[src/hw/rtl/rcm_pkg.sv]
// ----------------------------------------------------------------------------
// rcm_pkg
// Shared widths, register codes and reset values of the RGBA color matrix.
// ----------------------------------------------------------------------------
package rcm_pkg;

  localparam int COEF_FRAC_BITS = 8;   // fractional bits of a weight
  localparam int PIX_W          = 8;   // one color channel
  localparam int COEF_W         = 16;  // one signed weight
  localparam int NUM_CH         = 4;   // r, g, b, a
  localparam int CFG_W          = COEF_W * NUM_CH;
  localparam int CFG_IDX_W      = 3;
  localparam int NUM_STAGES     = 4;   // multiply, pair add, final add, clamp

  // product of a zero-extended pixel and a signed weight
  localparam int PROD_W = PIX_W + 1 + COEF_W;
  localparam int PAIR_W = PROD_W + 1;
  localparam int SUM_W  = PAIR_W + 1;

  localparam logic [PIX_W-1:0] PIX_MAX = {PIX_W{1'b1}};
  localparam logic [PIX_W-1:0] PIX_MIN = '0;

  typedef enum logic [CFG_IDX_W-1:0] {
    REG_RED_ROW   = 3'd0,
    REG_GREEN_ROW = 3'd1,
    REG_BLUE_ROW  = 3'd2,
    REG_ALPHA_ROW = 3'd3
  } rcm_reg_e;

  typedef logic [PIX_W-1:0] pix_t;
  typedef logic [CFG_W-1:0] row_t;

  // per-stage load enables handed to each channel datapath
  typedef struct packed {
    logic [NUM_STAGES-1:0] en;
  } rcm_stage_ctl_t;

  // identity row: weight 1.0 on the diagonal lane
  function automatic row_t identity_row(input int lane);
    row_t one;
    one = row_t'(1) << COEF_FRAC_BITS;
    return one << (COEF_W * lane);
  endfunction

endpackage

[src/hw/rtl/rcm_channel.sv]
// ----------------------------------------------------------------------------
// rcm_channel
// One output channel: four-stage dot product of a pixel with a weight row,
// floor shift and clamp to the byte range.
// ----------------------------------------------------------------------------
module rcm_channel import rcm_pkg::*; (
  input  logic           clk,
  input  rcm_stage_ctl_t ctl,
  input  row_t           row,
  input  pix_t           px [NUM_CH],
  output pix_t           result
);

  logic signed [PROD_W-1:0] prod [NUM_CH];
  logic signed [PAIR_W-1:0] pair [2];
  logic signed [SUM_W-1:0]  sum;
  pix_t                     clamped;

  // stage 1: one 9x16 multiply per lane
  always_ff @(posedge clk) begin
    if (ctl.en[0]) begin
      for (int k = 0; k < NUM_CH; k++) begin
        prod[k] <= PROD_W'($signed({1'b0, px[k]}) *
                           $signed(row[k*COEF_W +: COEF_W]));
      end
    end
  end

  // stage 2: pair sums
  always_ff @(posedge clk) begin
    if (ctl.en[1]) begin
      pair[0] <= PAIR_W'(prod[0]) + PAIR_W'(prod[1]);
      pair[1] <= PAIR_W'(prod[2]) + PAIR_W'(prod[3]);
    end
  end

  // stage 3: full sum
  always_ff @(posedge clk) begin
    if (ctl.en[2]) begin
      sum <= SUM_W'(pair[0]) + SUM_W'(pair[1]);
    end
  end

  // negative -> 0; shifted value above byte range -> max
  always_comb begin
    if (sum[SUM_W-1]) begin
      clamped = PIX_MIN;
    end else if (|sum[SUM_W-2:COEF_FRAC_BITS+PIX_W]) begin
      clamped = PIX_MAX;
    end else begin
      clamped = sum[COEF_FRAC_BITS +: PIX_W];
    end
  end

  // stage 4: output register
  always_ff @(posedge clk) begin
    if (ctl.en[3]) begin
      result <= clamped;
    end
  end

endmodule
[config.mk]
export PLATFORM = sky130hd
export DESIGN_NAME = rcm_channel
export DESIGN_NICKNAME = d
export VERILOG_FILES = /design/src/hw/rtl/rcm_pkg.sv /design/src/hw/rtl/rcm_channel.sv
export SDC_FILE = /design/constraint.sdc
export NUM_CORES = 2
export LEC_CHECK = 0
export BUFFER_PORTS_ARGS = -buffer_cell sky130_fd_sc_hd__buf_2
export CAP_MARGIN = 10
export CORE_ASPECT_RATIO = 2
export CORE_MARGIN = 8
export CORE_UTILIZATION = 35
export DETAILED_ROUTE_END_ITERATION = 8
export PLACE_DENSITY = 0.61
export SYNTH_ARGS = -nofsm -noshare
export SYNTH_HDL_FRONTEND = slang
export SYNTH_SLANG_ARGS = --single-unit
export TNS_END_PERCENT = 5
[constraint.sdc]
create_clock -name clk -period 11.2 [get_ports clk]
set_input_delay 2.24 -clock clk [delete_from_list [all_inputs] [get_ports clk]]
set_output_delay 2.24 -clock clk [all_outputs]
set_load 0.05 [all_outputs]
# --- Yosys cells after proc, flatten, opt, wreduce, memory -nomap -nowiden ---
# Memories as Yosys holds them, arrays and structs flattened.
# Index checks and enable logic that the tools add are counted.
# Widths: inputs -> output; s select.
word_totals:
  mem_bits_ro: 0
  word_cells: 17
  regBits: 35
  mem_bits_rw: 152
  in_bits: 101
  latch_bits: 0
  memories: 2
memory_table:
  columns: ["name", "depth", "width", "rd", "rd_ports_with_merged_regs", "wr", "line_no", "rtl"]
  rows:
  - ["prod", 4, 25, 4, 0, 4, "rcm_channel.sv:14", "logic signed [PROD_W-1:0] prod [NUM_CH];"]
  - ["pair", 2, 26, 2, 0, 2, "rcm_channel.sv:15", "logic signed [PAIR_W-1:0] pair [2];"]
op_classes:
  n_reduce_logical: 1
  bitwise_logic: 0
  n_mul: 4
  n_mux: 5
  n_shift: 0
  order_cmp: 0
  n_eq_ne: 0
  n_addsub: 3
  div_mod_pow: 0
op_table:
  columns: ["cell", "count"]
  rows:
  - ["$mul 9x16->25", 4]
  - ["$add 25x25->26", 2]
  - ["$add 26x26->27", 1]
  - ["$reduce_or 10->1", 1]
  - ["$mux 8", 1]
  - ["$mux 1", 4]

# --- Logic depth before layout (Yosys ltp) ---
depth:
  depth_word: 2
  ltp_mapped: 20
  mapped_depth_nobuf: 19

# --- Worst setup path before layout ---
# Ideal clock, no wire load.
synth_timing:
  path_kind: "input -> register"
  startpoint: "in px[24] (netlist bit)"
  endpoint: "mem prod[0][21] (netlist bit), data pin"
  setup_slack_ps: 4414
  path_buffers: 1
  t_required_ps: 10940
  setup_ps: 260
  arrival_time_ps: 6526
  stages: 18
  cell_sequence: "clkbuf_1 -> nand2_1 -> fa_1 -> inv_1 -> fa_1 -> fa_1 -> inv_1 -> fa_1 -> inv_1 -> ha_1 -> a21oi_1 -> a211o_1 -> o2111a_1 -> or3_4 -> a21oi_2 -> o21ai_1 -> nor2b_1 -> xnor2_1"
synth_lines:
  columns: ["element", "line_no", "rtl"]
  rows:
  - ["start: declaration", "rcm_channel.sv:10", "input pix_t px [NUM_CH],"]
  - ["end: declaration", "rcm_channel.sv:14", null]

==> results.tsv <==
stage	metric	value	unit
route	DRT iter0 DRCs	735	
finish	# fillers	7800	
finish	register area	5375	µm²
power_and_ir_drop	maximum VDD drop	0.1516	mV
timing	final period utilization	60.26	%
die	Die Height	409.2	µm
setup_path	required time worst endpoint	11.39	ns
synthesis	Cell variety after synth	70	
route	WL/cell	15.36	µm
setup_path	Critical Path AT	6.94	ns
flow_run	max-cap violations	0	
setup_path	CP max-delay cell	fa_1	
power_and_ir_drop	leak pwr	14.42	nW
setup_path	crit path max fanout	16	
timing	Rel. slew slack	40.51	%
die	Die ar.	87010	µm²
grt	largest net degree at the start of global routing	71	
timing	Slew Limit Fails	0	
worst_hold_path	Hold/Removal Path Class	flip-flop to flip-flop	
cts	TritonCTS clock tree	done	
route	first-pass detailed-route iteration total	5	
die	IO Pins	109	
synthesis	number of flops mapped to enable cells by yosys	179	
setup_path	crit path launch type	input port	
finish	ANT cells	0	
route	vias	18960	
grt	first-pass GRT wire length	100400	µm
finish	share of cells above drive strength 1	5.359	%
grt	initial antenna violation count	2	
synthesis	Mean Syn Cell Area	9.603	µm²
cts	H-tree depth	4	
grt	grt ovf	0	
synthesis	Ys Warns	0	
die	starting density of the core	35.26	%
run_status	status	complete, no violations	
timing	RSZ-0062 raised after global routing	false	
setup_path	Setup crit end kind	flip-flop	
synthesis	Primary FF master, synth	edfxtp_1	
cts	Num CTS Buffers	17	
cts	cts repair resizes	0	
cts	CTS Sinks	179	
grt	Total GRT Usage	14.35	%
die	Core ar.	76750	µm²
cts	Hold Buf Count CTS	0	
power_and_ir_drop	Power Density	270.7	nW/µm²
grt	vias in the first global route	20640	
route	DRT antenna net count	0	
timing	final setup margin	4.451	ns
timing	Fmax	0.1482	GHz
cts	clock latency on the worst-skew pair	0.45	ns
timing	Fin Clk Skew	0.009863	ns
synthesis	Post-Syn Instances	2818	
setup_path	cell family with most CP delay	adder cells	
cts	clock tree buffer depth	2	
finish	area grow syn2layout	8.068	%
placed_design	Setup WS pre-CTS	3.973	ns
setup_path	critical path class	input port to flip-flop	
route	final wirelength	60430	µm
route	DRC viols	0	
finish	multi-input combinational cell area	19170	µm²
synthesis	synthesized area	27060	µm²
cts	Post-CTS Setup Repair Bufs	0	
setup_path	CP peak stage delay	0.55	ns
finish	Layout Nets	3687	
synthesis	Synth async-reset ratio	0	%
timing	final number of hold-violating endpoints	0	
synthesis	Synth Register Bits	179	
die	row count	144	
placed_design	Port Buffers	108	
timing	Tmin final	6.749	ns
cts	root buffer cell	clkbuf_16	
setup_path	CP most frequent cell	fa_1	
synthesis	syn nets	3604	
placed_design	post-DP HPWL	51800	µm
setup_path	crit path buf inv count	4	
setup_path	CP Cell Sequence	buf_2, nand2_1, fa_1, inv_1, fa_1, fa_1, inv_1, fa_1, inv_1, ha_1, a2111oi_4, o21ai_0, a21boi_0, o21ai_0, a21oi_1, o21ai_0, xor2_1	
placed_design	Placer Congestion	0.8560	
timing	Slew @ Worst Pin	0.8923	ns
timing	Setup violations, final	0	
timing	setup TNS	0	ns
die	Die Span X	212.6	µm
synthesis	register area share after synthesis	19.86	%
cts	Worst-path clk slew	0.06	ns
route	vias per cell	4.820	
through the flow:
| stage | total power, mW | util, % | hold slack [ns] | instance area, µm² | std cells |
|---|---|---|---|---|---|
| 3_3_place_gp | 7.432 | 37.43 | 0.5717 | 28730 | 3904 |
| 2_1_floorplan | 6.020 | - | 0.5128 | 27060 | 2818 |
| 3_5_place_dp | 7.490 | 37.43 | 0.5689 | 28730 | 3904 |
| 4_1_cts | 8.050 | 38.10 | 0.5842 | 29240 | 3933 |
| 6_report | 7.918 | 38.10 | 0.5777 | 29250 | 3933 |
| 5_1_grt | 8.789 | 38.10 | 0.6108 | 29250 | 3933 |
final cells by class:
| type | count | area share (%) |
|---|---|---|
| Clock buffer | 17 | 1.455 |
| Tap cell | 1022 | 4.372 |
| Multi-Input combinational cell | 1968 | 65.56 |
| Timing Repair Buffer | 110 | 1.908 |
| Clock inverter | 12 | 0.2995 |
| Sequential cell | 179 | 18.38 |
| Inverter | 625 | 8.022 |
cells by family (layout without fill, tap and decap cells):
family | after synthesis | in the layout | share of synthesized area, %
muxes | 1 | 1 | 0.03699
adders and majority gates | 685 | 685 | 43.04
xor gates and xnor gates | 146 | 146 | 4.725
DFF | 179 | 179 | 19.86
AOI/OAI and AO/OA | 375 | 375 | 8.877
and+or+nand+nor | 761 | 761 | 14.15
buffers and inverters | 671 | 764 | 9.307
power by group:
part | total, mW | internal, mW | leakage [nW] | switching [mW]
Sequential | 1.59 | 1.44 | 1.75 | 0.151
Clock | 0.529 | 0.279 | 0.239 | 0.250
Combinational | 5.80 | 2.50 | 12.4 | 3.30
Total | 7.92 | 4.22 | 14.4 | 3.70
tightest hold or removal path, cell delays in order (launching register included):
cell and delay [ns]:
edfxtp_1 0.32, inv_1 0.04, a21oi_1 0.11
worst paths after layout:
path                        start                 endpoint  slack, ns  depth (start not counted)
max                         px[8]    prod[2][21]$_DFFE_PP_       4.45                         17
min             sum[12]$_DFFE_PP_  result[4]$_SDFFCE_PP0P_       0.58                          2
max reg2reg  prod[0][4]$_DFFE_PP_    pair[0][25]$_DFFE_PP_       8.29                          9
min reg2reg     sum[12]$_DFFE_PP_  result[4]$_SDFFCE_PP0P_       0.58                          2
placed cells by master, fill, tap and decap left out, drive strengths merged, types with 5 or more instances in the layout:
| master | netlist | final |
|---|---|---|
| a211o | 5 | 5 |
| a211oi | 5 | 5 |
| a21boi | 7 | 7 |
| a21o | 53 | 53 |
| a21oi | 133 | 133 |
| a31oi | 11 | 11 |
| and2 | 285 | 285 |
| and3 | 17 | 17 |
| buf | 1 | 110 |
| clkbuf | 45 | 17 |
| clkinv | 0 | 5 |
| clkinvlp | 0 | 5 |
| edfxtp | 179 | 179 |
| fa | 410 | 410 |
| ha | 275 | 275 |
| inv | 625 | 627 |
| nand2 | 298 | 298 |
| nand2b | 13 | 13 |
| nand3 | 23 | 23 |
| nand4 | 9 | 9 |
| nor2 | 68 | 68 |
| nor2b | 14 | 14 |
| nor3 | 14 | 14 |
| o211ai | 7 | 7 |
| o21a | 27 | 27 |
| o21ai | 69 | 69 |
| o21bai | 13 | 13 |
| o22ai | 5 | 5 |
| o31ai | 5 | 5 |
| or3 | 5 | 5 |
| or4 | 5 | 5 |
| xnor2 | 103 | 103 |
| xor2 | 43 | 43 |
synthesized netlist by cell type (7+ instances only):
| master | instances | area [µm²] |
|---|---|---|
| inv_1 | 625 | 2346 |
| fa_1 | 410 | 8208 |
| nand2_1 | 298 | 1119 |
| and2_1 | 283 | 1770 |
| ha_1 | 275 | 3441 |
| edfxtp_1 | 179 | 5375 |
| a21oi_1 | 130 | 650.6 |
| xnor2_1 | 103 | 902.1 |
| nor2_1 | 68 | 255.2 |
| o21ai_0 | 63 | 315.3 |
| a21o_1 | 53 | 397.9 |
| clkbuf_1 | 45 | 168.9 |
| xor2_1 | 43 | 376.6 |
| o21a_1 | 27 | 202.7 |
| nand3_1 | 23 | 115.1 |
| and3_1 | 17 | 106.4 |
| nor2b_1 | 14 | 87.58 |
| nor3_1 | 14 | 70.07 |
| nand2b_1 | 13 | 81.33 |
| o21bai_1 | 13 | 97.59 |
| a31oi_1 | 11 | 68.82 |
| nand4_1 | 9 | 56.30 |
| o211ai_1 | 7 | 52.55 |
sequential cells by signal, indices dropped and copies added, names as in the netlist:
signal and cells:
pair 52, sum 19, result 8, prod 100
routing by layer:
layer,GRT usage [%],share of wire [%],vias up
li1,-,-,9026
met1,14.44,36,9522
met2,29.22,58,283
met3,1.415,2.1,123
met4,5.407,3.7,4
met5,0,0.045,-
Note: power is estimated with default switching activity, not from simulation.
